**config.mk**
```make
export PLATFORM = sky130hd
export DESIGN_NAME = mfde_queue
export DESIGN_NICKNAME = d
export VERILOG_FILES = /design/src/hdl/mfde_pkg.sv /design/src/hdl/mfde_queue.sv
export SDC_FILE = /design/constraint.sdc
export NUM_CORES = 1
export LEC_CHECK = 0
export BUFFER_PORTS_ARGS = -buffer_cell sky130_fd_sc_hd__buf_2
export CAP_MARGIN = 30
export CORE_MARGIN = 2
export CORE_UTILIZATION = 40
export CTS_BUF_LIST = sky130_fd_sc_hd__clkbuf_4 sky130_fd_sc_hd__clkbuf_8 sky130_fd_sc_hd__clkbuf_16
export DETAILED_ROUTE_END_ITERATION = 6
export GPL_ROUTABILITY_DRIVEN = 0
export PLACE_DENSITY_LB_ADDON = 0.25
export SKIP_LAST_GASP = 1
export SYNTH_ARGS = -nofsm -noshare
export SYNTH_HDL_FRONTEND = slang
export SYNTH_SLANG_ARGS = --single-unit
```
**constraint.sdc**
```tcl
create_clock -name clk -period 3.1 [get_ports clk]
set_input_delay 0.775 -clock clk [delete_from_list [all_inputs] [get_ports clk]]
set_output_delay 0.775 -clock clk [all_outputs]
set_load 0.02 [all_outputs]
```
**src/hdl/mfde_pkg.sv**
```systemverilog
// Shared types and constants for the monochrome frame buffer draw engine.
// Holds the opcode and command-kind codes and the queued command record.
// No dependencies.
package mfde_pkg;

	// Coordinates are carried one bit wider than their ports. This leaves room
	// for an exclusive edge that equals the screen size.
	localparam int XW = 9;
	localparam int YW = 7;

	typedef enum logic [2:0] {
		OP_SET_PIXEL = 3'd0,
		OP_FILL_SCREEN = 3'd1,
		OP_CLEAR_RECT = 3'd2,
		OP_FILL_RECT = 3'd3,
		OP_READ_BYTE = 3'd4,
		OP_FLUSH = 3'd5
	} op_t;

	typedef enum logic [2:0] {
		K_NONE,
		K_FILL,
		K_FLUSH,
		K_RMW,
		K_READ
	} kind_t;

	typedef struct packed {
		kind_t kind;
		logic status;
		logic set;
		logic mark;
		logic [XW-1:0] x0;
		logic [XW-1:0] x1;
		logic [YW-1:0] y0;
		logic [YW-1:0] y1;
	} cmd_t;

	typedef struct packed {
		logic full;
		logic empty;
	} q_status_t;

	typedef enum logic [1:0] {
		B_IDLE,
		B_RMW,
		B_READ
	} back_state_t;

endpackage

```
**src/hdl/mfde_queue.sv**
```systemverilog
// Short command queue between the front and back of the draw engine.
// Stores classified command records in order. Uses mfde_pkg.
module mfde_queue #(
	parameter int DEPTH = 2
) (
	input logic clk,
	input logic arst_n,
	input logic push,
	input mfde_pkg::cmd_t push_cmd,
	input logic pop,
	output mfde_pkg::cmd_t head,
	output mfde_pkg::q_status_t q_status
);
	import mfde_pkg::*;

	localparam int PW = (DEPTH > 1) ? $clog2(DEPTH) : 1;
	localparam int CW = $clog2(DEPTH + 1);

	cmd_t ent_q [DEPTH];
	logic [PW-1:0] wr_ptr_q;
	logic [PW-1:0] rd_ptr_q;
	logic [CW-1:0] count_q;

	function automatic logic [PW-1:0] bump(input logic [PW-1:0] p);
		if (p == PW'(DEPTH - 1)) begin
			return '0;
		end
		return p + PW'(1);
	endfunction

	assign head = ent_q[rd_ptr_q];
	assign q_status.full = (count_q == CW'(DEPTH));
	assign q_status.empty = (count_q == '0);

	always_ff @(posedge clk or negedge arst_n) begin
		if (!arst_n) begin
			wr_ptr_q <= '0;
			rd_ptr_q <= '0;
			count_q <= '0;
		end else begin
			if (push) begin
				wr_ptr_q <= bump(wr_ptr_q);
			end
			if (pop) begin
				rd_ptr_q <= bump(rd_ptr_q);
			end
			if (push && !pop) begin
				count_q <= count_q + CW'(1);
			end else if (pop && !push) begin
				count_q <= count_q - CW'(1);
			end
		end
	end

	always_ff @(posedge clk) begin
		if (push) begin
			ent_q[wr_ptr_q] <= push_cmd;
		end
	end

endmodule

```
==> results.cfg, run 1 <==
[logic_synthesis]
synthDistinctLibCells = 14
avgSynthCellArea_um2 = 22.2
syn_nets = 177
synth-seq-area-share_pct = 80.1
synth_area_um2 = 2980
synth_seq_cells = 80
synth_warnings = 0
syn_inst = 134

[global_routing]
grt_max_degree = 36
grt_pass1_wl_um = 7370
antenna_found_initial = 0
overflow = 0
grt_pass1_vias = 1543
grt_usage_pct = 12.1

[drt]
post-route-drc-count = 0
vias_per_cell = 4.53
wirelength_um = 4680
vias = 1494
post_drt_wl_per_cell_um = 14.2
dr.pass1.iters = 2
drtAntennaViolNets = 0
drt_iter0_drc = 36

[cts]
post_cts_resized = 0
clkLatencyLatePin_ns = 0.33
numCtsBuffers = 9
holdBufCountCts = 0
ctsRootBufferMaster = clkbuf_8
postCtsSetupRepairBufs = 0
cts_buffer_depth = 2
clock-sinks = 80
htreeDepth = 3
cts_tree = yes
clk_pin_slew_ns = 0.07

[placement]
dp_slack_ns = 0.840
dp_hpwl_um = 3110
place.port_buffers = 81

[worst_setup_path]
critical_path_class = reg -> out
slowest_stage = dfrtp_2
crit_required_ns = 2.32
critPathMaxStageDelay_ns = 0.71
crit_chain = buf_12 -> mux2_2 -> buf_2
cp.arrival_ns = 1.80
path_max_fanout = 21
end_kind = primary output
startpoint_type = register

[die]
die_x_um = 90.2
start_util_pct = 41.2
coreArea_um2 = 7210
ios = 82
die_y_um = 90.2
dieArea_um2 = 8140
fp-row-count = 31

[timing]
setup_viol = 0
fin_crit_sh_pct = 83.1
tightest_slew_ns = 0.576
fin_worst_skew_ns = 0.00348
rsz0062_at_grt = no
fmax_mhz = 388
drv_slew = 0
setup_tns_ns = 0
period_minus_slack_ns = 2.58
slew_headroom_pct = 61.5
fin_ws_ns = 0.525
hold_viol_final = 0

[power_and_ir_drop]
p_total_mw = 3.47
ir_drop_uv = 549
power.density_nw_per_um2 = 930
leakagePower_nw = 1.46

[cells_and_area]
layout_commonest_cell = buf_2
postLayoutCoreUtil_pct = 51.7
drive_gt1_share_pct = 61.0
diodes = 0
finalNetCount = 269
syn_to_final_growth_pct = 25.4
layout_common_cells = buf_2 (81), edfxtp_1 (76), mux2_2 (28), mux2_4 (10), clkbuf_8 (9)

[job]
maxCapViolCount = 0

[min_path]
hp-class = in -> async

[outcome]
outcome = finished, final reports clean
==> per-stage QoR <==
step | cells | hold WS, ns | area, µm²
final | 330 | 0.234 | 3730
after global routing | 330 | 0.213 | 3730
after CTS | 330 | 0.220 | 3730
after detailed placement | 314 | 0.485 | 3520
after global placement | 314 | 0.472 | 3520
after floorplan | 134 | 0.453 | 2980
==> path summary, 6_finish.rpt <==
| path | start | to | slack, ns | cells past startpoint |
|---|---|---|---|---|
| setup reg to reg | wr_ptr_q | ent_q[0][11] | 1.56 | 2 |
| setup / recovery | rd_ptr_q | head[29] | 0.52 | 3 |
| max in group asynchronous | arst_n | rd_ptr_q | 2.73 | 1 |
| min in group clk | count_q[1] | count_q[1] | 0.51 | 1 |
| hold / removal | arst_n | count_q[1] | 0.23 | 1 |
| hold reg to reg | count_q[1] | count_q[1] | 0.51 | 1 |
==> cell families (layout without fill, tap and decap cells) <==
family	after synthesis	after routing	share of synthesized area [%]
flip-flops	80	80	80.1
XOR/XNOR	5	5	1.47
AND/OR/NAND/NOR	5	5	0.883
buffers and inverters	5	102	1.51
multiplexers	38	38	15.6
adder cells (fa/ha/maj)	1	1	0.420
==> power breakdown <==
group | switching, mW | internal, mW
Sequential | 0.119 | 1.44
Clock | 0.333 | 0.477
Combinational | 0.615 | 0.487
==> layer usage <==
layer / vias up / share of wire [%] / global-route usage (%)
met3: 6 / 8.1 / 5.87
met2: 57 / 46 / 18.2
met4: 0 / 1.3 / 5.00
li1: 704 / - / -
met1: 727 / 45 / 15.0
met5: - / 0 / 0
==> final cells by class <==
class | count | area [µm²]
inverter | 1 | 3.75
timing repair buffer | 85 | 448
multi-input combinational | 49 | 557
tap | 99 | 124
fill | 633 | 3480
sequential | 80 | 2380
clock buffer | 12 | 146
clock inverter | 4 | 68.8
==> flip-flops by register name, summed over array words and instances, names as in the netlist <==
| name | flops |
|---|---|
| ent_q | 76 |
| wr_ptr_q | 1 |
| rd_ptr_q | 1 |
| count_q | 2 |
==> cells in the mapped netlist <==
master,n,share of area [%]
edfxtp_1,76,77
mux2_2,28,11
mux2_4,10,5.0
dfrtp_1,4,3.4
xor2_1,4,1.2
buf_4,2,0.50
nor2_1,2,0.25
nor2b_1,2,0.42
and2_1,1,0.21
buf_6,1,0.38
buf_8,1,0.50
ha_1,1,0.42
inv_1,1,0.13
xnor2_1,1,0.29
==> critical path: cells and delay by family (launching register included) <==
family	cells	cell delay (ns)
buf+inv	2	0.41
flops	1	0.71
mux	1	0.35
(Power assumes the default switching activity.)
==> run 2, diff against run 1 <==
--- a/config.mk
+++ b/config.mk
@@ -5,6 +5,7 @@
 export SDC_FILE = /design/constraint.sdc
 export NUM_CORES = 1
 export LEC_CHECK = 0
+export ABC_AREA = 1
 export BUFFER_PORTS_ARGS = -buffer_cell sky130_fd_sc_hd__buf_2
 export CAP_MARGIN = 30
 export CORE_MARGIN = 2
==> constraint.sdc (replaced) <==
create_clock -name clk -period 2.2 [get_ports clk]
set_input_delay 0.55 -clock clk [delete_from_list [all_inputs] [get_ports clk]]
set_output_delay 0.55 -clock clk [all_outputs]
set_load 0.02 [all_outputs]
==> results.cfg, run 2 <==
[outcome]
outcome = finished, final reports clean

[die]
die_y_um = 90.5
ios = 82
start_util_pct = 41.3
die_x_um = 90.5
fp-row-count = 31
dieArea_um2 = 8200
coreArea_um2 = 7250

[logic_synthesis]
syn_nets = 186
synth_seq_cells = 80
synth_commonest_cells = edfxtp_1 (76), mux2_2 (28), mux2_4 (10)
yosysTopAreaCellShare_pct = 76.2
ys_async_sr_fraction_pct = 5.00
synth_area_um2 = 3000
synth_edf_count = 76
synthDistinctLibCells = 15
synth_ff_type = edfxtp_1
synth-seq-area-share_pct = 79.5
syn_inst = 143
yosysMostFrequentCell = edfxtp_1
avgSynthCellArea_um2 = 20.9
synth_warnings = 0
yosys.area.top_type = edfxtp_1
synthTopCellsByArea = edfxtp_1 (76%), mux2_2 (11%), mux2_4 (5.0%)

[timing]
drv_slew = 0
fin_crit_sh_pct = 93.3
rsz0062_at_grt = no
hold_viol_final = 0
fmax_mhz = 487
fin_ws_ns = 0.148
tightest_slew_ns = 0.557
setup_viol = 0
fin_worst_skew_ns = 0.0109
slew_headroom_pct = 62.6
setup_tns_ns = 0
period_minus_slack_ns = 2.05

[worst_setup_path]
cp.arrival_ns = 1.50
critical_path_class = reg -> out
critPathMaxStageDelay_ns = 0.38
crit_chain = buf_6 -> mux2_2 -> buf_2
path_max_fanout = 23
end_kind = primary output
slowest_stage = mux2_2
crit_required_ns = 1.65
startpoint_type = register

[cells_and_area]
layout_common_cells = buf_2 (81), edfxtp_1 (76), mux2_2 (28), mux2_4 (10), clkbuf_8 (9)
syn_to_final_growth_pct = 28.2
diodes = 0
largest_register_ffs = 76
largest_registers = ent_q: 76 flops, count_q: 2 flops
finalNetCount = 281
top_register = ent_q
layout_commonest_cell = buf_2
drive_gt1_share_pct = 58.4

[power_and_ir_drop]
switching_share_pct = 30.0
ir_drop_uv = 657
pwr-share-comb_pct = 32.3
leakagePower_nw = 1.51
seqPwrFrac_pct = 41.0
power.switching_mw = 1.55
pwr-share-clk_pct = 26.7
power.density_nw_per_um2 = 1340
p_int_mw = 3.61

[cts]
cts_tree = yes
htreeDepth = 3
postCtsSetupRepairBufs = 0
clkLatencyLatePin_ns = 0.34
ctsRootBufferMaster = clkbuf_8
cts_buffer_depth = 2
numCtsBuffers = 9
clk_pin_slew_ns = 0.08
clock-sinks = 80

[drt]
vias_per_cell = 4.53
vias = 1549
dr.pass1.iters = 4
drt_iter0_drc = 55
post-route-drc-count = 0
wirelength_um = 4900
drtAntennaViolNets = 0
post_drt_wl_per_cell_um = 14.3

[global_routing]
grt_max_degree = 24
overflow = 0
antenna_found_initial = 0
grt_usage_pct = 12.7
grt_pass1_wl_um = 7810
grt_pass1_vias = 1630

[min_path]
hp-class = in -> reg

[placement]
dp_slack_ns = 0.331
place.port_buffers = 81
dp_hpwl_um = 3290

[job]
maxCapViolCount = 0
==> run 2: cell types whose count changed after synthesis, moves of 2 or more <==
cell / before / now
nor2b_1: 2 / 0
inv_1: 1 / 7
nand2_1: 0 / 5
xor2_1: 4 / 2
==> run 2: timing repair <==
item	4_1_cts	5_1_grt
setup endpoints to repair	0	10
gates resized for setup	0	1
hold buffers	1	0
endpoints found under the hold margin	4	0
==> run 2: metrics by stage <==
step / power, mW / area (µm²) / utilization, % / instances / hold slack (ns)
after global routing: 5.40 / 3840 / 52.9 / 342 / 0.368
after floorplan: 3.34 / 3000 / - / 143 / 0.254
after CTS: 5.23 / 3830 / 52.9 / 342 / 0.372
after detailed placement: 3.84 / 3560 / 49.1 / 325 / 0.365
final: 5.16 / 3840 / 52.9 / 342 / 0.393
after global placement: 3.82 / 3560 / 49.1 / 325 / 0.364
==> run 2: kinds of logic after synthesis <==
logic type | Yosys count | synth area share (%)
multiplexers | 38 | 15.5
AND/OR/NAND/NOR | 10 | 1.38
buffers and inverters | 11 | 2.26
XOR/XNOR | 3 | 0.877
adder cells (fa/ha/maj) | 1 | 0.418
flip-flops | 80 | 79.5
==> run 2: critical path: cells and delay by family, from the launching register on <==
| kind | cells | cell delay, ns |
|---|---|---|
| flip-flops | 1 | 0.36 |
| multiplexers | 1 | 0.38 |
| buffers and inverters | 2 | 0.42 |
==> run 2: final timing paths <==
kind                              from      endpoint  slack, ns  depth (start not counted)
setup / recovery              rd_ptr_q      head[30]       0.15                          3
hold / removal             push_cmd[6]   ent_q[0][6]       0.39                          1
setup reg to reg              wr_ptr_q  ent_q[1][10]       0.64                          3
hold reg to reg             count_q[1]    count_q[1]       0.52                          2
max in group asynchronous       arst_n      rd_ptr_q       1.51                          2
min in group asynchronous       arst_n    count_q[1]       0.54                          2
==> run 2: routing by layer <==
layer  up-vias  track usage (%)  share of wire (%)
met5         -                0                  0
met4         0             6.54                1.8
met3         8             4.34                6.8
met2        58             20.0                 49
met1       749             15.5                 43
li1        734                -                  -
==> run 2: cell type report <==
cell class                 instances  area [µm²]
clock buffer                      10         131
tap                               99         124
sequential                        80        2380
timing repair buffer              88         489
inverter                           7        26.3
multi-input combinational         52         553
fill                             604        3410
clock inverter                     6         131
==> run 2: power groups by stage <==
stage          Clock, mW  Sequential, mW  Combinational, mW
2_1_floorplan          0            2.13               1.21
4_1_cts             1.41            2.12               1.70
5_1_grt             1.47            2.15               1.79
3_5_place_dp           0            2.15               1.69
6_report            1.38            2.12               1.67
3_3_place_gp           0            2.13               1.69
