==> src/hdl/mfde_pkg.sv <==
// Shared types and constants for the monochrome frame buffer draw engine.
// Holds the opcode and command-kind codes and the queued command record.
// No dependencies.
package mfde_pkg;

	// Coordinates are carried one bit wider than their ports. This leaves room
	// for an exclusive edge that equals the screen size.
	localparam int XW = 9;
	localparam int YW = 7;

	typedef enum logic [2:0] {
		OP_SET_PIXEL = 3'd0,
		OP_FILL_SCREEN = 3'd1,
		OP_CLEAR_RECT = 3'd2,
		OP_FILL_RECT = 3'd3,
		OP_READ_BYTE = 3'd4,
		OP_FLUSH = 3'd5
	} op_t;

	typedef enum logic [2:0] {
		K_NONE,
		K_FILL,
		K_FLUSH,
		K_RMW,
		K_READ
	} kind_t;

	typedef struct packed {
		kind_t kind;
		logic status;
		logic set;
		logic mark;
		logic [XW-1:0] x0;
		logic [XW-1:0] x1;
		logic [YW-1:0] y0;
		logic [YW-1:0] y1;
	} cmd_t;

	typedef struct packed {
		logic full;
		logic empty;
	} q_status_t;

	typedef enum logic [1:0] {
		B_IDLE,
		B_RMW,
		B_READ
	} back_state_t;

endpackage

==> src/hdl/mfde_front.sv <==
// Front end of the draw engine: takes commands and classifies them.
// Range checks turn each command into a queued record. Uses mfde_pkg.
module mfde_front #(
	parameter int ROW_BYTES = 16,
	parameter int ROWS = 36
) (
	input logic in_valid,
	output logic in_stall,
	input logic [2:0] op,
	input logic [7:0] x_start,
	input logic [5:0] y_start,
	input logic [7:0] x_end,
	input logic [5:0] y_end,
	input logic pixel_value,
	input mfde_pkg::q_status_t q_status,
	output logic push,
	output mfde_pkg::cmd_t cmd
);
	import mfde_pkg::*;

	localparam logic [XW-1:0] SCREEN_W = XW'(ROW_BYTES * 8);
	localparam logic [YW-1:0] SCREEN_H = YW'(ROWS);

	logic [XW-1:0] xs;
	logic [XW-1:0] xe;
	logic [YW-1:0] ys;
	logic [YW-1:0] ye;
	logic pix_ok;
	logic rect_ok;

	assign in_stall = q_status.full;
	assign push = in_valid && !q_status.full;

	assign xs = {1'b0, x_start};
	assign xe = {1'b0, x_end};
	assign ys = {1'b0, y_start};
	assign ye = {1'b0, y_end};

	assign pix_ok = (xs < SCREEN_W) && (ys < SCREEN_H);
	assign rect_ok = (xs <= SCREEN_W) && (xe <= SCREEN_W) && (ys <= SCREEN_H)
		&& (ye <= SCREEN_H) && (xs < xe) && (ys < ye);

	always_comb begin
		cmd.kind = K_NONE;
		cmd.status = 1'b1;
		cmd.set = pixel_value;
		cmd.mark = 1'b0;
		cmd.x0 = xs;
		cmd.x1 = xe;
		cmd.y0 = ys;
		cmd.y1 = ye;
		unique case (op_t'(op))
			OP_SET_PIXEL: begin
				// A single pixel is a one-row, one-column rectangle.
				cmd.x1 = xs + XW'(1);
				cmd.y1 = ys + YW'(1);
				if (pix_ok) begin
					cmd.kind = K_RMW;
					cmd.status = 1'b0;
				end
			end
			OP_FILL_SCREEN: begin
				cmd.kind = K_FILL;
				cmd.status = 1'b0;
			end
			OP_CLEAR_RECT, OP_FILL_RECT: begin
				cmd.set = (op_t'(op) == OP_FILL_RECT);
				cmd.mark = 1'b1;
				if (rect_ok) begin
					cmd.kind = K_RMW;
					cmd.status = 1'b0;
				end
			end
			OP_READ_BYTE: begin
				if (pix_ok) begin
					cmd.kind = K_READ;
					cmd.status = 1'b0;
				end
			end
			OP_FLUSH: begin
				cmd.kind = K_FLUSH;
				cmd.status = 1'b0;
			end
			default: begin
				cmd.kind = K_NONE;
				cmd.status = 1'b1;
			end
		endcase
	end

endmodule

==> config.mk <==
export PLATFORM = sky130hd
export DESIGN_NAME = mfde_front
export DESIGN_NICKNAME = d
export VERILOG_FILES = /design/src/hdl/mfde_pkg.sv /design/src/hdl/mfde_front.sv
export SDC_FILE = /design/constraint.sdc
export NUM_CORES = 1
export LEC_CHECK = 0
export ABC_AREA = 1
export BUFFER_PORTS_ARGS = -buffer_cell sky130_fd_sc_hd__buf_2
export CELL_PAD_IN_SITES_DETAIL_PLACEMENT = 0
export CELL_PAD_IN_SITES_GLOBAL_PLACEMENT = 2
export CORE_MARGIN = 4
export CORE_UTILIZATION = 19
export DETAILED_ROUTE_END_ITERATION = 7
export GPL_TIMING_DRIVEN = 0
export PLACE_DENSITY = 0.95
export SLEW_MARGIN = 30
export SYNTH_ARGS = -nofsm -noshare
export SYNTH_HDL_FRONTEND = slang
export SYNTH_SLANG_ARGS = --single-unit
==> constraint.sdc <==
create_clock -name vclk -period 2
set_input_delay 0.4 -clock vclk [all_inputs]
set_output_delay 0.4 -clock vclk [all_outputs]
set_load 0.01 [all_outputs]
==> flow_summary.toml, run 1 <==
[worst_hold_path]
holdPathEnd = "push"
hold_depth = 3
hp-start = "q_status[1]"
hp-class = "input pin to primary output"

[critical_path]
required_ps = 1600
critPathSlowestCell = "or2_1"
path_cells = "buf_8 -> ha_4 -> nand4_1 -> or2_1 -> or2_1 -> nand2_1 -> o21ai_1 -> buf_2"
crit_type = "input pin to primary output"
crit_family = "simple AND/OR/NAND/NOR gates"
cpPeakStageDelay_ps = 260
worst_path_most_repeated_cell = "or2_1"
startpoint_type = "input pin"
crit_buf_inv = 2
critPathArrivalTime_ps = 1530
cp-end-kind = "primary output"
path_max_fanout = 5

[run_status]
outcome = "finished clean"

[timing]
hold_viol_final = 0
rsz0062_at_grt = "yes"
fmax_ghz = 0.517
period_minus_slack_ps = 1930
maxSlewViolCount = 0
setup_viol_count_final = 0
setup_ws_ps = 65.5
period_share_pct = 96.7

[pwr]
switching_share_pct = 52.9
switchingPower_mw = 0.174
clkPwrFrac_pct = 0
p_seq_share_pct = 0
finalPower_mw = 0.329
p_per_area_nw_per_um2 = 192
pwr-share-comb_pct = 100.0
ir_worst_vdd_mv = 0.0484
leakage_nw = 0.983
p_int_mw = 0.155

[detailed_routing]
detail-route-antenna-nets = 0
viasPerCell = 4.07
dr.pass1.iters = 4
vias = 1416
drt-total-wl_mm = 3.62
drc = 0
drt-initial-drc-count = 44
wl_per_cell_um = 10.4

[placed_design]
gp_congestion = 0.772
hpwlAfterDp_mm = 3.07
place_ws_ps = -47.9
numPortBuffers = 72

[floorplan]
start_util_pct = 19.5
die_h_um = 83.0
placementRows = 27
ios = 75
core_sq_um = 5470
die-area_sq_um = 6890
die_x_um = 83.0

[yosys]
ys_seq_area_share_pct = 0
syn_avg_cell_area_sq_um = 5.40
synth_warnings = 0
synth.cell_area_sq_um = 1070
synth_top_cell_area_share_pct = 18.7
yosys.area.top_type = "ha_1"
yosysUniqueCellTypes = 26
synth_cells = 198
ys_top_cells_by_area = "ha_1 19%, nand2_1 15%, inv_1 13%"

[flow_run]
cap_violations = 0

[final_layout]
seq_cells = 0
final.clkbuf_count = 0
seqCellArea_sq_um = 0
diodes = 0
final_util_pct = 31.3
area_delta_synth_final_pct = 60.3
nets = 329
drive_above_1_share_pct = 42.8

[global_route]
antenna_found_initial = 0
track_usage_pct = 10.0
grt_max_degree = 11
overflow = 0
grt_pass1_vias = 1326
grt_pass1_wl_mm = 6.15

[cts]
postCtsHoldBufs = 0
power by group through the flow:
stage	combinational (mW)	clock, mW	sequential, mW
after floorplan	0.169	0	0
after global placement	0.293	0	0
after detailed placement	0.295	0	0
after CTS	0.303	0	0
after global routing	0.377	0	0
final	0.329	0	0
cells in the mapped netlist:
cell,count
xnor2_1,2
a31oi_1,1
o31ai_1,3
o21ai_1,1
or2_1,1
o21ai_0,15
ha_1,16
or2_0,1
nor4_1,1
nand4_1,3
a21oi_1,5
buf_2,2
o21bai_1,2
inv_1,38
nand2_1,42
buf_4,17
nor3_1,1
inv_2,1
xor2_1,1
nand2_2,1
and3_1,1
nand3b_1,1
nand3_1,15
conb_1,1
nor2_1,24
nor3_2,2
how the worst max path moves through the flow:
stage,from,end,slack [ps],depth (start not counted)
2_1_floorplan,y_end[5],cmd[35],250,8
3_3_place_gp,x_start[1],cmd[20],-40,8
3_5_place_dp,x_start[1],cmd[20],-50,8
4_1_cts,x_end[5],cmd[34],10,10
5_1_grt,x_start[5],cmd[35],-60,8
6_report,x_start[1],cmd[20],70,8
per-layer routing:
metal	share of wire [%]	GRT usage (%)	up-vias
met2	47	17.1	43
met1	46	14.0	608
met4	0	0	0
met5	0	0	-
met3	7.6	1.69	0
li1	-	-	765
area by class of cell:
cell class         count  area, sq um
multi-input cells    141          868
well taps             72         90.1
fillers              656         3760
inverters             39          156
plain buffers         19          140
repair buffers        77          458
metrics by stage:
stage,setup TNS [ps],cells,hold slack (ps),instance area [sq um]
detailed placement,-164,343,1050,1520
floorplan,0,199,848,1070
global route,-156,348,1070,1710
finish,0,348,1040,1710
global placement,-113,343,1050,1520
CTS,0,343,1050,1560
timing repair:
item,CTS,global route
endpoints found under the setup margin,5,13
buffers inserted,0,5
gates resized for setup,4,38
pin swaps,2,20
cell families (layout without fill, tap and decap cells):
kind of cell,after synthesis,after routing,share of synthesized area [%]
AND/OR/NAND/NOR,93,93,37.9
XOR/XNOR,3,3,2.46
adder cells (fa/ha/maj),16,16,18.7
AO/OA/AOI/OAI,27,27,13.9
buffers and inverters,58,135,26.6
other,1,2,0.351
cells in the final DEF, fill, tap and decap left out, drive strengths merged:
cell / synthesis / routed
conb: 1 / 2
o31ai: 3 / 3
nor4: 1 / 1
nand3b: 1 / 1
ha: 16 / 16
nand2: 43 / 43
nand3: 15 / 15
xnor2: 2 / 2
buf: 19 / 94
o21bai: 2 / 2
nor2: 24 / 24
a31oi: 1 / 1
nor3: 3 / 3
clkbuf: 0 / 2
o21ai: 16 / 16
xor2: 1 / 1
a21oi: 5 / 5
or2: 2 / 2
and3: 1 / 1
inv: 39 / 39
nand4: 3 / 3
No activity file was read; power rests on OpenSTA's default activity.
==> run 2: changes to the inputs <==
--- a/config.mk
+++ b/config.mk
@@ -8,9 +8,9 @@
 export ABC_AREA = 1
 export BUFFER_PORTS_ARGS = -buffer_cell sky130_fd_sc_hd__buf_2
 export CELL_PAD_IN_SITES_DETAIL_PLACEMENT = 0
-export CELL_PAD_IN_SITES_GLOBAL_PLACEMENT = 2
+export CELL_PAD_IN_SITES_GLOBAL_PLACEMENT = 1
 export CORE_MARGIN = 4
-export CORE_UTILIZATION = 19
+export CORE_UTILIZATION = 27
 export DETAILED_ROUTE_END_ITERATION = 7
 export GPL_TIMING_DRIVEN = 0
 export PLACE_DENSITY = 0.95
==> flow_summary.toml, run 2 (same netlist as run 1, synthesis figures left out) <==
[worst_hold_path]
hp-class = "input pin to primary output"
hp-start = "q_status[1]"
hold_depth = 3
holdPathEnd = "push"

[final_layout]
seq_cells = 0
area_delta_synth_final_pct = 56.9
layout_common_cells = "65 x buf_2, 38 x nand2_1, 30 x inv_1, 23 x buf_4, 22 x nor2_1"
filler_cell_count = 418
final_util_pct = 44.8
final_common_cell = "buf_2"
drive_above_1_share_pct = 44.5
final.clkbuf_count = 0
final_area_sq_um = 1680
seqCellArea_sq_um = 0
nets = 327
diodes = 0

[detailed_routing]
detail-route-antenna-nets = 0
viasPerCell = 4.38
dr.pass1.iters = 4
drt-total-wl_mm = 3.29
wl_per_cell_um = 10.2
drt-initial-drc-count = 23
vias = 1409
drc = 0

[timing]
setup_viol_count_final = 0
fmax_ghz = 0.520
period_share_pct = 96.2
whs_ps = 1040
maxSlewViolCount = 0
hold_viol_final = 0
period_minus_slack_ps = 1920
setup_ws_ps = 76.7

[pwr]
switchingPower_mw = 0.174
leakage_nw = 0.964
pwr-share-comb_pct = 100.0
p_seq_share_pct = 0
ir_worst_vdd_mv = 0.0754
switching_share_pct = 52.8
p_per_area_nw_per_um2 = 197
p_int_mw = 0.156
clkPwrFrac_pct = 0

[placed_design]
place_ws_ps = -20.0
numPortBuffers = 72
hpwlAfterDp_mm = 2.77
gp_congestion = 0.859
place_area_sq_um = 1490

[global_route]
grt_max_degree = 11
grt_pass1_wl_mm = 5.49
track_usage_pct = 12.3
antenna_found_initial = 0
overflow = 0
grt_pass1_vias = 1276

[floorplan]
die-area_sq_um = 5030
core_sq_um = 3740
start_util_pct = 28.5
placementRows = 22
die_h_um = 70.9
die_x_um = 70.9
ios = 75

[critical_path]
cp-end-kind = "primary output"
path_max_fanout = 5
critPathArrivalTime_ps = 1520
startpoint_type = "input pin"
required_ps = 1600
crit_type = "input pin to primary output"

[run_status]
outcome = "finished clean"

[flow_run]
cap_violations = 0

[cts]
postCtsHoldBufs = 0
-- run 2: changes by cell type in the layout (fill, tap and decap cells not counted), moves of 2 or more --
| cell | delta |
|---|---|
| ha_1 | -3 |
| buf_8 | -2 |
| buf_6 | +2 |
| inv_1 | -4 |
| inv_4 | +3 |
| ha_4 | +2 |
| inv_2 | +2 |
-- run 2: repair_timing --
action,in CTS,in global routing
buffers inserted,0,3
pin swaps,2,15
setup endpoints to repair,4,10
gates resized for setup,4,46
-- run 2: how the worst max path moves through the flow --
stage	from	to	slack (ps)	cells past startpoint
6_report	x_start[1]	cmd[22]	80	7
5_1_grt	y_start[1]	cmd[35]	-20	12
4_1_cts	x_start[5]	cmd[36]	10	8
3_5_place_dp	y_start[5]	cmd[36]	-20	9
3_3_place_gp	x_start[1]	cmd[22]	-10	7
2_1_floorplan	y_end[5]	cmd[35]	250	8
-- run 2: routing by layer --
metal | track usage, % | up-vias | wire [um]
li1 | - | 765 | -
met1 | 18.6 | 602 | 1590
met2 | 20.3 | 42 | 1500
met3 | 0.710 | 0 | 195
met4 | 0 | 0 | 0
met5 | 0 | - | 0
-- run 2: power groups by stage --
stage	clock network (mW)	registers [mW]	logic, mW
final	0	0	0.330
after global routing	0	0	0.376
after CTS	0	0	0.300
after detailed placement	0	0	0.291
after global placement	0	0	0.288
after floorplan	0	0	0.169
-- run 2: cell type report --
class	count	area, sq um	share of cell area, %
tap	48	60.1	3.58
inverter	39	159	9.48
buffer	19	140	8.36
timing repair buffer	75	425	25.4
multi-input combinational	141	892	53.2
-- run 2: stage by stage --
stage	TNS (ps)	cells	power, mW
floorplan	0	199	0.169
global placement	-18.1	319	0.288
detailed placement	-49.0	319	0.291
CTS	0	319	0.300
global route	-35.3	322	0.376
finish	0	322	0.330
-- run 2: critical path: stages --
cell	delay, ps
buf_4	120
ha_4	140
nand4_1	110
or2_0	230
or2_1	240
nor3_2	120
buf_2	160
==> run 3: changes to the inputs <==
--- a/config.mk
+++ b/config.mk
@@ -7,7 +7,7 @@
 export LEC_CHECK = 0
 export ABC_AREA = 1
 export BUFFER_PORTS_ARGS = -buffer_cell sky130_fd_sc_hd__buf_2
-export CELL_PAD_IN_SITES_DETAIL_PLACEMENT = 0
+export CELL_PAD_IN_SITES_DETAIL_PLACEMENT = 1
 export CELL_PAD_IN_SITES_GLOBAL_PLACEMENT = 1
 export CORE_MARGIN = 4
 export CORE_UTILIZATION = 27
==> flow_summary.toml, run 3 (same netlist as run 1, synthesis figures left out) <==
[critical_path]
startpoint_type = "input pin"
crit_type = "input pin to primary output"
required_ps = 1600
crit_start = "x_end[6]"
crit_buf_inv = 3
cpPeakStageDelay_ps = 170
worst_path_most_repeated_cell = "buf_2"
path_max_fanout = 3
crit_end = "cmd[35]"
critPathArrivalTime_ps = 1630
cp_num_cells = 10
path_cells = "buf_2 -> inv_2 -> ha_2 -> nand2_2 -> nand2_1 -> nand3b_1 -> nor2_1 -> nand3_2 -> o21bai_1 -> buf_2"
cp-end-kind = "primary output"
critPathSlowestCell = "nand3b_1"
crit_family = "simple AND/OR/NAND/NOR gates"

[placed_design]
place_ws_ps = -62.2
gp_congestion = 0.859
numPortBuffers = 72
place_inst = 319
hpwlAfterDp_mm = 3.38
place_area_sq_um = 1490

[final_layout]
area_delta_synth_final_pct = 57.3
final_area_sq_um = 1680
seq_cells = 0
stdcell_count = 324
final_util_pct = 44.9
final.clkbuf_count = 0
seqCellArea_sq_um = 0
diodes = 0
filler_cell_count = 544
final_common_cell = "buf_2"
nets = 329
multiInputGateArea_sq_um = 883
drive_above_1_share_pct = 43.5
layout_common_cells = "65 x buf_2, 39 x nand2_1, 31 x inv_1, 24 x buf_4, 22 x nor2_1"

[floorplan]
start_util_pct = 28.5
ios = 75
placementRows = 22
core_sq_um = 3740
die_h_um = 70.9
die_x_um = 70.9
die-area_sq_um = 5030

[timing]
fin_setup_tns_ps = -67.2
setup_viol_count_final = 3
fmax_ghz = 0.493
rsz0062_at_grt = "yes"
maxSlewViolCount = 0
hold_viol_final = 0
setup_ws_ps = -30.2
period_share_pct = 102
period_minus_slack_ps = 2030
whs_ps = 1050

[detailed_routing]
drt-total-wl_mm = 4.12
wl_per_cell_um = 12.7
dr.pass1.iters = 3
vias = 1500
viasPerCell = 4.63
drc = 0
detail-route-antenna-nets = 0
drt-initial-drc-count = 28

[global_route]
grt_pass1_vias = 1519
track_usage_pct = 14.9
antenna_found_initial = 0
overflow = 0
grt_pass1_wl_mm = 6.52
grt_max_degree = 11

[pwr]
ir_worst_vdd_mv = 0.0630
leakage_nw = 0.974
finalPower_mw = 0.340
p_per_area_nw_per_um2 = 202

[run_status]
violations = "negative setup slack"
outcome = "finished with violations"

[cts]
postCtsHoldBufs = 0

[flow_run]
cap_violations = 0

[worst_hold_path]
hp-class = "input pin to primary output"
run 3: cell types whose count changed in the layout (fill, tap and decap cells not counted), sizes merged:
cell / before / now
buf: 93 / 94
clkbuf: 1 / 2
run 3: final cells by class:
| cell class | instances | share of cell area, % |
|---|---|---|
| well taps | 48 | 3.57 |
| inverters | 39 | 9.31 |
| repair buffers | 77 | 26.2 |
| multi-input cells | 141 | 52.6 |
| plain buffers | 19 | 8.34 |
run 3: how the worst min path moves through the flow:
stage                           start  slack [ps]  depth (start not counted)    to
after floorplan           q_status[1]         850                          1  push
after global placement    q_status[1]        1040                          3  push
after detailed placement  q_status[1]        1050                          3  push
after CTS                 q_status[1]        1050                          3  push
after global routing      q_status[1]        1080                          3  push
final                     q_status[1]        1050                          3  push
run 3: timing repair:
item	in CTS	in global routing
pin swaps	3	13
setup buffers	0	5
gates resized for setup	10	35
hold endpoints to repair	0	0
setup endpoints to repair	5	9
run 3: layer usage:
layer	vias up	track usage (%)	part of all wire (%)
met1	694	18.3	43
li1	764	-	-
met5	-	0	0
met4	0	1.25	0.66
met2	40	29.0	52
met3	2	1.14	4.8
run 3: worst min-delay path: stages:
cell and delay [ps]:
buf_2 90, nor2_1 40, buf_2 130
run 3: report_power, final:
part / internal, mW / switching [mW] / leakage [nW]
sequential: 0 / 0 / 0
combinational: 0.156 / 0.183 / 0.974
clock: 0 / 0 / 0
total: 0.156 / 0.183 / 0.974
